### config.mk
export PLATFORM = sky130hd
export DESIGN_NAME = reader_writer_lock_arbiter_core_flat
export DESIGN_NICKNAME = d
export VERILOG_FILES = /design/src/hw/rtl/rwla_pkg.sv /design/src/hw/rtl/rwla_req_if.sv /design/src/hw/rtl/rwla_rsp_if.sv /design/src/hw/rtl/reader_writer_lock_arbiter_core.sv /design/src/hw/rtl/rwla_ram.sv /design/src/flat_wrapper.sv
export VERILOG_INCLUDE_DIRS = /design/src /design/src/hw/rtl
export SDC_FILE = /design/constraint.sdc
export NUM_CORES = 1
export LEC_CHECK = 0
export BUFFER_PORTS_ARGS = -buffer_cell sky130_fd_sc_hd__buf_2
export CORE_MARGIN = 2
export CORE_UTILIZATION = 50
export CTS_BUF_LIST = sky130_fd_sc_hd__clkbuf_8
export DETAILED_ROUTE_END_ITERATION = 7
export GPL_TIMING_DRIVEN = 0
export PLACE_DENSITY = 0.66
export SLEW_MARGIN = 30
export SYNTH_ARGS = -nofsm -noshare
export SYNTH_HDL_FRONTEND = slang
export SYNTH_HIERARCHICAL = 1
export SYNTH_SLANG_ARGS = --single-unit
### constraint.sdc
create_clock -name clk -period 5.4 [get_ports clk]
set_clock_uncertainty 0.1 [all_clocks]
set_input_delay 0.54 -clock clk [delete_from_list [all_inputs] [get_ports clk]]
set_output_delay 0.54 -clock clk [all_outputs]
set_load 0.005 [all_outputs]
### src/hw/rtl/reader_writer_lock_arbiter_core_macros.svh
// Assertion macros shared by the lock arbiter RTL.
`ifndef READER_WRITER_LOCK_ARBITER_CORE_MACROS_SVH
`define READER_WRITER_LOCK_ARBITER_CORE_MACROS_SVH

// Checks that a condition implies a consequence in the same cycle.
`define RWLA_ASSERT_SAME(label, ante, cons, msg) \
    label: assert property (@(posedge clk) disable iff (!rst_n) (ante) |-> (cons)) \
        else $error(msg);

// Checks that a condition implies a consequence in the next cycle.
`define RWLA_ASSERT_NEXT(label, ante, cons, msg) \
    label: assert property (@(posedge clk) disable iff (!rst_n) (ante) |=> (cons)) \
        else $error(msg);

`endif

### src/hw/rtl/rwla_pkg.sv
`timescale 1ns / 1ps

package rwla_pkg;

    localparam int MAX_TASKS  = 64;
    localparam int DEPTH_BITS = 8;
    localparam int ID_W       = 6;
    localparam int ID_COUNT   = 1 << ID_W;
    localparam int SLOT_W     = $clog2(MAX_TASKS);
    localparam int COUNT_W    = 16;
    localparam int WAIT_W     = 7;

    localparam logic [COUNT_W-1:0]    COUNT_MAX  = '1;
    localparam logic [WAIT_W-1:0]     WAIT_MAX   = '1;
    localparam logic [DEPTH_BITS-1:0] RDEPTH_MAX = '1;

    typedef enum logic [1:0] {
        OP_READ_ACQ  = 2'd0,
        OP_READ_REL  = 2'd1,
        OP_WRITE_ACQ = 2'd2,
        OP_WRITE_REL = 2'd3
    } op_t;

    typedef struct packed {
        op_t             operation;
        logic [ID_W-1:0] task_id;
        logic            task_present;
    } req_t;

    typedef struct packed {
        logic               granted;
        logic               misuse_warning;
        logic               wake_waiters;
        logic [COUNT_W-1:0] reader_count;
        logic               write_held;
        logic               is_locked;
    } rsp_t;

    typedef struct packed {
        logic                  queued;
        logic [DEPTH_BITS-1:0] read_depth;
    } entry_t;

    localparam int ENTRY_W = $bits(entry_t);

    typedef logic [SLOT_W-1:0] slot_lut_t [ID_COUNT];

    function automatic slot_lut_t build_slot_lut();
        slot_lut_t lut;
        for (int i = 0; i < ID_COUNT; i++)
        begin
            lut[i] = SLOT_W'(i % MAX_TASKS);
        end
        return lut;
    endfunction

    // Maps a task identifier to its table entry.
    localparam slot_lut_t SLOT_LUT = build_slot_lut();

endpackage

### src/hw/rtl/rwla_req_if.sv
`timescale 1ns / 1ps

interface rwla_req_if;
    logic          valid;
    logic          ready;
    rwla_pkg::req_t data;

    modport source (output valid, output data, input ready);
    modport sink (input valid, input data, output ready);
endinterface

### src/hw/rtl/rwla_rsp_if.sv
`timescale 1ns / 1ps

interface rwla_rsp_if;
    logic          valid;
    logic          ready;
    rwla_pkg::rsp_t data;

    modport source (output valid, output data, input ready);
    modport sink (input valid, input data, output ready);
endinterface

### src/hw/rtl/reader_writer_lock_arbiter_core.sv
`timescale 1ns / 1ps
// Reader-writer lock arbiter for one semaphore, with writer preference.
// The req channel carries one word per request: an operation (read attempt,
// read release, write attempt, write release), a task identifier and a flag
// that says whether a task is present. The rsp channel returns one word per
// request: granted, misuse warning, wake request and the lock state after it.
// Both channels complete a transfer when valid and ready are high at a clock edge.
// A request is accepted into the execute-stage registers while its per-task
// entry is read from a synchronous table; its response is then loaded into
// the output register, which offers it on rsp until it is taken.
// Sustained throughput is one request per cycle while rsp.ready stays high; a
// write-back to the entry that the next request reads is forwarded around the table.
// After reset the per-task table is swept to zero, one entry per cycle, over
// all MAX_TASKS entries; req.ready stays low during the sweep.
// When the receiver stalls, the response waits in the output register; the
// request behind it is held in the execute stage and req.ready drops until
// the output register frees up.
module reader_writer_lock_arbiter_core (
    input  logic            clk,
    input  logic            rst_n,
    rwla_req_if.sink        req,
    rwla_rsp_if.source      rsp
);

    `include "reader_writer_lock_arbiter_core_macros.svh"

    typedef enum logic [2:0] {
        S_CLEAR = 3'b001,
        S_IDLE  = 3'b010,
        S_EXEC  = 3'b100
    } state_t;

    state_t state_reg, state_next;

    logic [rwla_pkg::SLOT_W-1:0]  clr_cnt_reg, clr_cnt_next;
    logic [rwla_pkg::COUNT_W-1:0] shared_reg, shared_next;
    logic                         xflag_reg, xflag_next;
    logic [rwla_pkg::ID_W-1:0]    xowner_reg, xowner_next;
    logic [rwla_pkg::COUNT_W-1:0] xdepth_reg, xdepth_next;
    logic [rwla_pkg::WAIT_W-1:0]  waiting_reg, waiting_next;

    rwla_pkg::op_t               op_reg;
    logic [rwla_pkg::ID_W-1:0]   id_reg;
    logic                        present_reg;
    logic [rwla_pkg::SLOT_W-1:0] slot_reg;

    logic            fwd_hit_reg;
    rwla_pkg::entry_t fwd_data_reg;

    logic            out_valid_reg;
    rwla_pkg::rsp_t  out_data_reg;

    logic                        clearing;
    logic                        can_commit;
    logic                        accept;
    logic [rwla_pkg::ID_W-1:0]   id_in;
    logic [rwla_pkg::SLOT_W-1:0] slot_in;

    logic                         ram_we;
    logic [rwla_pkg::SLOT_W-1:0]  ram_waddr;
    logic [rwla_pkg::ENTRY_W-1:0] ram_wdata;
    logic [rwla_pkg::ENTRY_W-1:0] ram_rdata;

    rwla_pkg::entry_t entry_cur;
    rwla_pkg::entry_t entry_new;
    rwla_pkg::rsp_t   rsp_new;

    assign clearing   = (state_reg == S_CLEAR);
    assign can_commit = (state_reg == S_EXEC) && (!out_valid_reg || rsp.ready);
    assign req.ready  = (state_reg == S_IDLE) || can_commit;
    assign accept     = req.valid && req.ready;
    assign id_in      = req.data.task_present ? req.data.task_id : '0;
    assign slot_in    = rwla_pkg::SLOT_LUT[id_in];

    assign ram_we    = clearing || can_commit;
    assign ram_waddr = clearing ? clr_cnt_reg : slot_reg;
    assign ram_wdata = clearing ? '0 : entry_new;

    rwla_ram #(
        .WIDTH (rwla_pkg::ENTRY_W),
        .DEPTH (rwla_pkg::MAX_TASKS)
    ) u_table (
        .clk   (clk),
        .we    (ram_we),
        .waddr (ram_waddr),
        .wdata (ram_wdata),
        .re    (accept),
        .raddr (slot_in),
        .rdata (ram_rdata)
    );

    assign entry_cur = fwd_hit_reg ? fwd_data_reg : rwla_pkg::entry_t'(ram_rdata);

    always_comb
    begin
        logic granted;
        logic warn;
        logic wake;
        logic owned;
        logic defer;
        logic take;

        granted      = 1'b1;
        warn         = 1'b0;
        wake         = 1'b0;
        take         = 1'b0;
        defer        = 1'b0;
        owned        = xflag_reg && (xowner_reg == id_reg);
        entry_new    = entry_cur;
        shared_next  = shared_reg;
        xflag_next   = xflag_reg;
        xowner_next  = xowner_reg;
        xdepth_next  = xdepth_reg;
        waiting_next = waiting_reg;

        unique case (op_reg)
            rwla_pkg::OP_READ_ACQ:
            begin
                if (owned && present_reg)
                begin
                    if (xdepth_reg == rwla_pkg::COUNT_MAX)
                    begin
                        granted = 1'b0;
                        warn    = 1'b1;
                    end
                    else
                    begin
                        xdepth_next = xdepth_reg + 1'b1;
                    end
                end
                else
                begin
                    defer = (waiting_reg != '0)
                            && !(present_reg && (entry_cur.read_depth != '0));
                    if (xflag_reg || defer)
                    begin
                        granted = 1'b0;
                    end
                    else if ((shared_reg == rwla_pkg::COUNT_MAX) || (present_reg
                             && (entry_cur.read_depth == rwla_pkg::RDEPTH_MAX)))
                    begin
                        granted = 1'b0;
                        warn    = 1'b1;
                    end
                    else
                    begin
                        shared_next = shared_reg + 1'b1;
                        if (present_reg)
                        begin
                            entry_new.read_depth = entry_cur.read_depth + 1'b1;
                        end
                    end
                end
            end
            rwla_pkg::OP_READ_REL:
            begin
                if (owned && present_reg)
                begin
                    warn = (xdepth_reg <= rwla_pkg::COUNT_W'(1));
                    if (xdepth_reg != '0)
                    begin
                        xdepth_next = xdepth_reg - 1'b1;
                    end
                end
                else
                begin
                    if (shared_reg == '0)
                    begin
                        warn = 1'b1;
                    end
                    else
                    begin
                        shared_next = shared_reg - 1'b1;
                    end
                    if (present_reg && (entry_cur.read_depth != '0))
                    begin
                        entry_new.read_depth = entry_cur.read_depth - 1'b1;
                    end
                    wake = (shared_next == '0);
                end
            end
            rwla_pkg::OP_WRITE_ACQ:
            begin
                if (owned)
                begin
                    if (xdepth_reg == rwla_pkg::COUNT_MAX)
                    begin
                        granted = 1'b0;
                        warn    = 1'b1;
                    end
                    else
                    begin
                        xdepth_next = xdepth_reg + 1'b1;
                        take        = 1'b1;
                    end
                end
                else if (!xflag_reg && (shared_reg == '0))
                begin
                    xflag_next  = 1'b1;
                    xowner_next = id_reg;
                    xdepth_next = rwla_pkg::COUNT_W'(1);
                    take        = 1'b1;
                end
                else
                begin
                    granted = 1'b0;
                    if (!entry_cur.queued)
                    begin
                        entry_new.queued = 1'b1;
                        if (waiting_reg == rwla_pkg::WAIT_MAX)
                        begin
                            warn = 1'b1;
                        end
                        else
                        begin
                            waiting_next = waiting_reg + 1'b1;
                        end
                    end
                end
                if (take && entry_cur.queued)
                begin
                    entry_new.queued = 1'b0;
                    if (waiting_reg != '0)
                    begin
                        waiting_next = waiting_reg - 1'b1;
                    end
                end
            end
            rwla_pkg::OP_WRITE_REL:
            begin
                warn = !xflag_reg || (xdepth_reg == '0);
                if (xdepth_reg > rwla_pkg::COUNT_W'(1))
                begin
                    xdepth_next = xdepth_reg - 1'b1;
                end
                else
                begin
                    xflag_next  = 1'b0;
                    xowner_next = '0;
                    xdepth_next = '0;
                    wake        = 1'b1;
                end
            end
            default:
            begin
                granted = 1'b1;
            end
        endcase

        rsp_new.granted        = granted;
        rsp_new.misuse_warning = warn;
        rsp_new.wake_waiters   = wake;
        rsp_new.reader_count   = shared_next;
        rsp_new.write_held     = xflag_next;
        rsp_new.is_locked      = xflag_next || (shared_next != '0);
    end

    always_comb
    begin
        state_next   = state_reg;
        clr_cnt_next = clr_cnt_reg;
        unique case (state_reg)
            S_CLEAR:
            begin
                clr_cnt_next = clr_cnt_reg + 1'b1;
                if (clr_cnt_reg == rwla_pkg::SLOT_W'(rwla_pkg::MAX_TASKS - 1))
                begin
                    state_next = S_IDLE;
                end
            end
            S_IDLE:
            begin
                if (accept)
                begin
                    state_next = S_EXEC;
                end
            end
            S_EXEC:
            begin
                if (can_commit && !accept)
                begin
                    state_next = S_IDLE;
                end
            end
            default:
            begin
                state_next = S_CLEAR;
            end
        endcase
    end

    always_ff @(posedge clk or negedge rst_n)
    begin
        if (!rst_n)
        begin
            state_reg     <= S_CLEAR;
            clr_cnt_reg   <= '0;
            shared_reg    <= '0;
            xflag_reg     <= 1'b0;
            xowner_reg    <= '0;
            xdepth_reg    <= '0;
            waiting_reg   <= '0;
            out_valid_reg <= 1'b0;
            fwd_hit_reg   <= 1'b0;
        end
        else
        begin
            state_reg   <= state_next;
            clr_cnt_reg <= clr_cnt_next;
            if (can_commit)
            begin
                shared_reg  <= shared_next;
                xflag_reg   <= xflag_next;
                xowner_reg  <= xowner_next;
                xdepth_reg  <= xdepth_next;
                waiting_reg <= waiting_next;
            end
            if (can_commit)
            begin
                out_valid_reg <= 1'b1;
            end
            else if (rsp.ready)
            begin
                out_valid_reg <= 1'b0;
            end
            if (accept)
            begin
                fwd_hit_reg <= can_commit && (slot_in == slot_reg);
            end
        end
    end

    always_ff @(posedge clk)
    begin
        if (accept)
        begin
            op_reg       <= req.data.operation;
            id_reg       <= id_in;
            present_reg  <= req.data.task_present;
            slot_reg     <= slot_in;
            fwd_data_reg <= entry_new;
        end
        if (can_commit)
        begin
            out_data_reg <= rsp_new;
        end
    end

    assign rsp.valid = out_valid_reg;
    assign rsp.data  = out_data_reg;

    `RWLA_ASSERT_SAME(a_depth_clear_when_free, !xflag_reg, xdepth_reg == '0,
        "Write depth is nonzero while the lock is not held exclusively.")
    `RWLA_ASSERT_NEXT(a_denied_keeps_readers, can_commit && !rsp_new.granted,
        $stable(shared_reg), "A denied request changed the reader count.")
    `RWLA_ASSERT_SAME(a_no_accept_in_sweep, clearing, !req.ready,
        "A request word was accepted during the table sweep.")

endmodule

### src/hw/rtl/rwla_ram.sv
`timescale 1ns / 1ps

module rwla_ram #(
    parameter int WIDTH = 8,
    parameter int DEPTH = 64
) (
    input  logic                     clk,
    input  logic                     we,
    input  logic [$clog2(DEPTH)-1:0] waddr,
    input  logic [WIDTH-1:0]         wdata,
    input  logic                     re,
    input  logic [$clog2(DEPTH)-1:0] raddr,
    output logic [WIDTH-1:0]         rdata
);

    logic [WIDTH-1:0] mem [DEPTH];

    always_ff @(posedge clk)
    begin
        if (we)
        begin
            mem[waddr] <= wdata;
        end
        if (re)
        begin
            rdata <= mem[raddr];
        end
    end

endmodule
### src/flat_wrapper.sv
// flat-port wrapper written by rule: the top's interface ports become plain ports
module reader_writer_lock_arbiter_core_flat 
  (clk, rst_n, req_valid, req_data, req_ready, rsp_valid, rsp_data, rsp_ready);
  rwla_req_if req_i ();
  rwla_rsp_if rsp_i ();
  input  logic clk;
  input  logic rst_n;
  input wire logic [$bits(req_i.valid)-1:0] req_valid;
  input wire logic [$bits(req_i.data)-1:0] req_data;
  output wire logic [$bits(req_i.ready)-1:0] req_ready;
  output wire logic [$bits(rsp_i.valid)-1:0] rsp_valid;
  output wire logic [$bits(rsp_i.data)-1:0] rsp_data;
  input wire logic [$bits(rsp_i.ready)-1:0] rsp_ready;
  assign req_i.valid = req_valid;
  assign req_i.data = req_data;
  assign req_ready = req_i.ready;
  assign rsp_valid = rsp_i.valid;
  assign rsp_data = rsp_i.data;
  assign rsp_i.ready = rsp_ready;
  reader_writer_lock_arbiter_core u_core (.clk(clk), .rst_n(rst_n), .req(req_i), .rsp(rsp_i));
endmodule
==> impl_metrics.toml, run 1 <==
[global_route]
grt_first_pass_wirelength_um = 109000
antenna_violations_before_repair = 1
largest_net_degree_at_the_start_of_global_routing = 58
number_of_global_route_vias_before_repair = 17400
globalRoute.totalOverflow = 0
global_route.usage.total_pct = 24.6

[detailed_routing]
antenna_left = 0
detailedRoute.firstPassIterationCount = 6
post_drt_wl_per_cell_um = 26.2
drt_wl_total_um = 72800
routed-via-count = 17300
drt_iter0_drc = 1987
drc = 0
detail_route.vias_per_cell = 6.25

[synth]
netlist_area_mm2 = 0.0293
yosys_warnings = 6
synth-async-reset-ratio_pct = 8.37
avgSynthCellArea_um2 = 16.6
ys_types = 86
synth.largest_area_cell = "sky130_fd_sc_hd__edfxtp_1"
dominantRegCellSynth = "sky130_fd_sc_hd__edfxtp_1"
synth.top_cells.by_area = "sky130_fd_sc_hd__edfxtp_1 (64%), sky130_fd_sc_hd__mux4_2 (11%), sky130_fd_sc_hd__dfrtp_1 (4.8%)"
proportion_of_synthesized_chip_area_in_sequential_cells_pct = 68.9
synth.ff_latch_count = 681
synthesis.nets = 1782
yosysTopAreaCellShare_pct = 64.1
synthCells = 1757
edff_count_synth = 624

[flow_run]
maxCapViolCount = 0

[critical_path]
worst_setup_path_start_kind = "flip-flop"
cp_buf_inv_count = 2
cpMaxStageDelayCell = "sky130_fd_sc_hd__nor2_1"
timing.critical_path.mode_cell = "sky130_fd_sc_hd__clkbuf_1"
worst-endpoint-required_ps = 5620
setup.worst_path.class = "reg -> reg"
timing.critical_path.arrival_ps = 4940
critical_path.cell_chain = "nor3b_1 > clkbuf_1 > mux2_2 > clkbuf_1 > nor2b_1 > nand3_1 > nor2_1"
worst_path_largest_cell_delay_ps = 1030
critical_path_peak_fanout = 10
timing.critical_path.to_type = "flip-flop"
timing.critical_path.max_delay_family = "simple AND/OR/NAND/NOR gates"

[cts]
htree_num_levels = 3
cts_tree = "done"
post_cts_resize_count = 0
cts_max_path_buffers = 3
clock_latency_ps = 710
clock_tree_root = "sky130_fd_sc_hd__clkbuf_8"
cts_sinks = 681
post_cts_buffers = 0
cts.clk_slew.worst_paths_ps = 60
cts_inserted_buffers = 109

[timing]
unrepaired_setup_endpoints_after_global_routing = "no"
hold_viol = 0
final.min_clock_period_ps = 4720
setup-tns-final_ps = 0
timing.fmax_mhz = 212
period_share_pct = 87.5
final_max_slew_viol_count = 0
tightestPinTransition_ps = 1030
setup_slack_ps = 678
final_report_setup_violation_count = 0
max_slew_margin_pct = 31.4
fin_hold_ws_ps = 102

[final_layout]
post_layout_nonfiller_instances = 2776
top_library_cells_by_usage_in_the_layout_fill_and_taps_aside = "sky130_fd_sc_hd__edfxtp_1 (624), sky130_fd_sc_hd__mux4_2 (143), sky130_fd_sc_hd__clkbuf_8 (119), sky130_fd_sc_hd__nor2_1 (106), sky130_fd_sc_hd__nand2_1 (94)"
flip_flop_count_of_the_largest_register_all_copies_and_words_added = 576
most_common_cell_after_layout_fill_and_taps_aside = "sky130_fd_sc_hd__edfxtp_1"
layout-drive-gt1-share_pct = 22.2
finish.net_count = 1952
areaGrowthSynthToFinish_pct = 12.7
largest-register = "u_core/u_table/mem"

[min_path]
holdCritPathClass = "in -> reg"

[floorplan]
die_y_um = 246
fp.dieArea_mm2 = 0.0605
die_width_um = 246
core_region_area_mm2 = 0.0578
floorplan.initialDensity_pct = 50.6
std_cell_rows = 88
floorplan.io_pins = 36

[placement]
gpl.final_weighted_congestion = 0.938
placement.io_buffers = 35
dpl.cell_count = 2577
worst_case_setup_slack_after_placement_ps = 803
hpwlAfterDp_um = 49400

[pwr]
static-leakage-power_nw = 9.72
vdd_ir_drop_max_mv = 0.204
p_per_area_mw_per_mm2 = 301

[run_status]
status = "completed"
## cell type report
type	instances	area [um2]
Antenna cell	1	2.50
Buffer	100	631
Clock buffer	111	1530
Clock inverter	83	392
Fill cell	4470	24800
Inverter	28	105
Multi-Input combinational cell	948	8490
Sequential cell	681	20200
Tap cell	765	957
Timing Repair Buffer	59	703
## where the power goes
group	internal, W	total, W	leakage (nW)	switching [W]
clock	0.00196	0.00394	1.14	0.00198
combinational	0.000111	0.000295	3.05	0.000184
sequential	0.00568	0.00568	5.53	0.000000365
## routing by layer
layer	vias up	wire (um)	global-route usage, %
li1	7391	-	-
met5	-	0	0
met1	8947	29400	34.4
met2	830	34400	39.0
met4	0	2500	8.36
met3	172	6450	4.81
## worst reg2reg max path: cells and delay by family, from the launching register on
family,cells,cell delay (ps)
AND/OR/NAND/NOR,4,2510
buffers and inverters,2,890
multiplexers,1,250
flip-flops,1,570
## what timing repair did
item	4_1_cts	5_1_grt
endpoints found under the setup margin	0	0
endpoints found under the hold margin	59	0
hold buffers	4	0
## cell usage after synthesis (all sizes together), types with 16 or more instances
cell and number:
edfxtp 624, mux4 151, nor2 132, nand2 94, o21ai 59, clkbuf 57
dfrtp 56, a21oi 50, buf 43, nand3 43, xnor2 39, nor3 36
mux2i 33, inv 27, o22ai 23, nor2b 22, a22oi 21, nand4 20
nor4 16
## per-stage QoR
stage               utilization, %  area [um2]  power (W)
detailed placement            53.6       31000    0.00608
global route                  57.0       33000     0.0103
global placement              52.6       30400    0.00607
finish                        57.0       33000    0.00991
floorplan                        -       29300    0.00597
CTS                           57.0       32900     0.0100
## cell families (layout without fill, tap and decap cells)
logic type	Yosys count	in the layout	share of synthesized area [%]
flip-flops	681	681	68.9
AND/OR/NAND/NOR	446	446	7.74
AO/OA/AOI/OAI	243	243	5.46
multiplexers	197	197	13.4
buffers and inverters	128	381	2.50
XOR/XNOR	50	50	1.50
adder cells (fa/ha/maj)	12	12	0.513
other	0	1	0
## path summary, 6_finish.rpt
kind	from	to	slack (ps)	cells past startpoint
max in group asynchronous	rst_n	u_core/waiting_reg[5]	4270	2
worst min-delay path	rsp_ready	u_core/rsp.valid	100	3
min in group asynchronous	rst_n	u_core/xdepth_reg[6]	370	2
worst min register to register	u_core/waiting_reg[5]	u_core/waiting_reg[5]	400	1
worst max register to register	u_core/state_reg[0]	u_core/u_table/mem[27][0]	680	7
worst max-delay path	u_core/state_reg[0]	u_core/u_table/mem[27][0]	680	7
Power figures use the tool's default switching activity.
==> run 2, diff against run 1 <==
--- a/config.mk
+++ b/config.mk
@@ -6,13 +6,14 @@
 export SDC_FILE = /design/constraint.sdc
 export NUM_CORES = 1
 export LEC_CHECK = 0
+export ABC_AREA = 1
 export BUFFER_PORTS_ARGS = -buffer_cell sky130_fd_sc_hd__buf_2
 export CORE_MARGIN = 2
 export CORE_UTILIZATION = 50
 export CTS_BUF_LIST = sky130_fd_sc_hd__clkbuf_8
 export DETAILED_ROUTE_END_ITERATION = 7
 export GPL_TIMING_DRIVEN = 0
-export PLACE_DENSITY = 0.66
+export PLACE_DENSITY = 0.65
 export SLEW_MARGIN = 30
 export SYNTH_ARGS = -nofsm -noshare
 export SYNTH_HDL_FRONTEND = slang
==> constraint.sdc (replaced) <==
create_clock -name clk -period 5.32 [get_ports clk]
set_clock_uncertainty 0.1 [all_clocks]
set_input_delay 0.532 -clock clk [delete_from_list [all_inputs] [get_ports clk]]
set_output_delay 0.532 -clock clk [all_outputs]
set_load 0.005 [all_outputs]
==> impl_metrics.toml, run 2 <==
[run_status]
status = "completed"

[synth]
synthCells = 3238
yosys-top-cells-count = "sky130_fd_sc_hd__nand2_1 (1125), sky130_fd_sc_hd__edfxtp_1 (624), sky130_fd_sc_hd__nand3_1 (602), sky130_fd_sc_hd__nor2_1 (166), sky130_fd_sc_hd__inv_1 (131)"
synth.ff_latch_count = 681
yosysTopAreaCellShare_pct = 58.6
avgSynthCellArea_um2 = 9.88
edff_count_synth = 624
synthesis.nets = 3263
post-synth-top-count-cell = "sky130_fd_sc_hd__nand2_1"
synth-async-reset-ratio_pct = 8.37
netlist_area_mm2 = 0.0320
dominantRegCellSynth = "sky130_fd_sc_hd__edfxtp_1"
ys_types = 54
proportion_of_synthesized_chip_area_in_sequential_cells_pct = 63.1
synth.largest_area_cell = "sky130_fd_sc_hd__edfxtp_1"
yosys_warnings = 6
synth.top_cells.by_area = "sky130_fd_sc_hd__edfxtp_1 (59%), sky130_fd_sc_hd__nand2_1 (13%), sky130_fd_sc_hd__nand3_1 (9.4%)"

[cts]
cts_inserted_buffers = 111
post_cts_resize_count = 0
cts_max_path_buffers = 3
htree_num_levels = 3
cts_tree = "done"
cts_sinks = 681
clock_tree_root = "sky130_fd_sc_hd__clkbuf_8"
post_cts_buffers = 0
ctsHoldBuffers = 5
cts.clk_slew.worst_paths_ps = 60
clock_latency_ps = 750

[pwr]
p_per_area_mw_per_mm2 = 457
vdd_ir_drop_max_mv = 0.297
static-leakage-power_nw = 14.3

[floorplan]
std_cell_rows = 92
floorplan.initialDensity_pct = 50.6
die_width_um = 257
fp.dieArea_mm2 = 0.0660
die_y_um = 257
core_region_area_mm2 = 0.0632
floorplan.io_pins = 36

[final_layout]
top_library_cells_by_usage_in_the_layout_fill_and_taps_aside = "sky130_fd_sc_hd__nand2_1 (1125), sky130_fd_sc_hd__edfxtp_1 (624), sky130_fd_sc_hd__nand3_1 (602), sky130_fd_sc_hd__inv_1 (171), sky130_fd_sc_hd__nor2_1 (153)"
post_layout_nonfiller_instances = 4372
largest-register = "u_core/u_table/mem"
flip_flop_count_of_the_largest_register_all_copies_and_words_added = 576
most_common_cell_after_layout_fill_and_taps_aside = "sky130_fd_sc_hd__nand2_1"
postLayoutCellArea_mm2 = 0.0361
areaGrowthSynthToFinish_pct = 12.9
layout-drive-gt1-share_pct = 12.4
finish.net_count = 3456

[detailed_routing]
drt_wl_total_um = 98400
routed-via-count = 25000
detailedRoute.firstPassIterationCount = 5
drc = 0
drt_iter0_drc = 3048
top_layer_used = "met4"
antenna_left = 0
detail_route.vias_per_cell = 5.72
met2_wirelength_um = 45500
detailroute.wirelength.met3_um = 8390
route.layer.met1.wl_um = 39700
post_drt_wl_per_cell_um = 22.5

[placement]
worst_case_setup_slack_after_placement_ps = 376
dpl_cell_area_mm2 = 0.0340
dpl.cell_count = 4159
hpwlAfterDp_um = 70100
gpl.final_weighted_congestion = 0.975
placement.io_buffers = 35

[timing]
setup_slack_ps = 308
final_report_setup_violation_count = 0
period_share_pct = 94.2
timing.fmax_mhz = 200
tightestPinTransition_ps = 1010
final_max_slew_viol_count = 0
setup-tns-final_ps = 0
final.min_clock_period_ps = 5010
unrepaired_setup_endpoints_after_global_routing = "no"
hold_viol = 0
max_slew_margin_pct = 32.3

[critical_path]
timing.critical_path.arrival_ps = 5250
critical_path_peak_fanout = 10
crit-reg2reg-capture = "u_core/u_table/mem[1][3]"
cpMaxStageDelayCell = "sky130_fd_sc_hd__nor2_1"
setup.worst_path.class = "reg -> reg"
worstRegToRegCells = 8
regToRegSetupSlack_ps = 310
critical_path.cell_chain = "inv_1 > nor3_1 > clkbuf_1 > o21ai_0 > clkbuf_1 > inv_1 > nand4_1 > nor2_1"
timing.critical_path.to_type = "flip-flop"
critical_path.endpoint = "u_core/u_table/mem[1][3]"
worst-endpoint-required_ps = 5560
r2r_start = "u_core/state_reg[0]"
startpoint = "u_core/state_reg[0]"
worst_path_largest_cell_delay_ps = 1000
worst_setup_path_start_kind = "flip-flop"

[global_route]
number_of_global_route_vias_before_repair = 23800
globalRoute.totalOverflow = 0
global_route.usage.total_pct = 29.7
grt_first_pass_wirelength_um = 147000
antenna_violations_before_repair = 1
largest_net_degree_at_the_start_of_global_routing = 57

[min_path]
holdCritPathClass = "in -> reg"

[flow_run]
maxCapViolCount = 0
==> run 2: changes by cell type in the layout (fill, tap and decap cells not counted), sizes merged, moves of 17 or more <==
cell,delta
nand2,+1053
o21ai,+45
buf,+108
o22ai,-17
xor2,+22
nor3,-17
mux4,-151
nor2,+48
nor2b,-22
mux2i,-33
nand3,+565
a21oi,-17
inv,+126
xnor2,-34
==> run 2: report_power, final <==
group / switching [W] / leakage [nW] / internal [W] / total [W]
Sequential: 0.000208 / 6.38 / 0.00705 / 0.00726
Combinational: 0.00361 / 6.68 / 0.00138 / 0.00499
Clock: 0.00211 / 1.23 / 0.00215 / 0.00426
==> run 2: final cells by class <==
class / instances / area (um2)
Tap cell: 846 / 1060
Sequential cell: 681 / 20200
Clock inverter: 89 / 450
Multi-Input combinational cell: 2234 / 10300
Timing Repair Buffer: 80 / 857
Clock buffer: 118 / 1620
Buffer: 169 / 1020
Inverter: 154 / 596
Antenna cell: 1 / 2.50
Fill cell: 5460 / 27100
==> run 2: how the worst min path moves through the flow <==
stage | cells past startpoint | slack (ps) | start | end
2_1_floorplan | 0 | 140 | rst_n | u_core/clr_cnt_reg[0]
3_3_place_gp | 2 | 380 | u_core/clr_cnt_reg[1] | u_core/clr_cnt_reg[1]
3_5_place_dp | 1 | 370 | rst_n | u_core/waiting_reg[3]
4_1_cts | 3 | 90 | req_data[1] | u_core/id_reg[0]
5_1_grt | 3 | 140 | req_data[2] | u_core/id_reg[1]
6_report | 3 | 160 | req_data[1] | u_core/id_reg[0]
==> run 2: kinds of logic after synthesis <==
logic type               after synthesis  share of synthesized area (%)
AND/OR/NAND/NOR                     2005                           27.2
XOR/XNOR                              38                           1.04
buffers and inverters                323                           5.01
flip-flops                           681                           63.1
adder cells (fa/ha/maj)               12                          0.469
AO/OA/AOI/OAI                        179                           3.23
==> run 2: metal layers <==
metal	track usage, %	vias up
met3	5.36	254
met5	0	-
met4	14.0	0
met2	47.1	1226
met1	40.0	12000
li1	-	11500
==> run 2: through the flow <==
stage                     hold slack (ps)  utilization [%]  power (W)
after floorplan                       136                -     0.0101
after global placement                380             52.6     0.0117
after detailed placement              374             53.8     0.0122
after CTS                            87.2             57.1     0.0165
after global routing                  142             57.1     0.0172
final                                 160             57.1     0.0165
==> run 2: critical path: cells and delay by family, from the launching register on <==
kind	cells	cell delay [ps]
compound gates	1	310
flops	1	530
buf+inv	4	1350
simple gates	3	2340
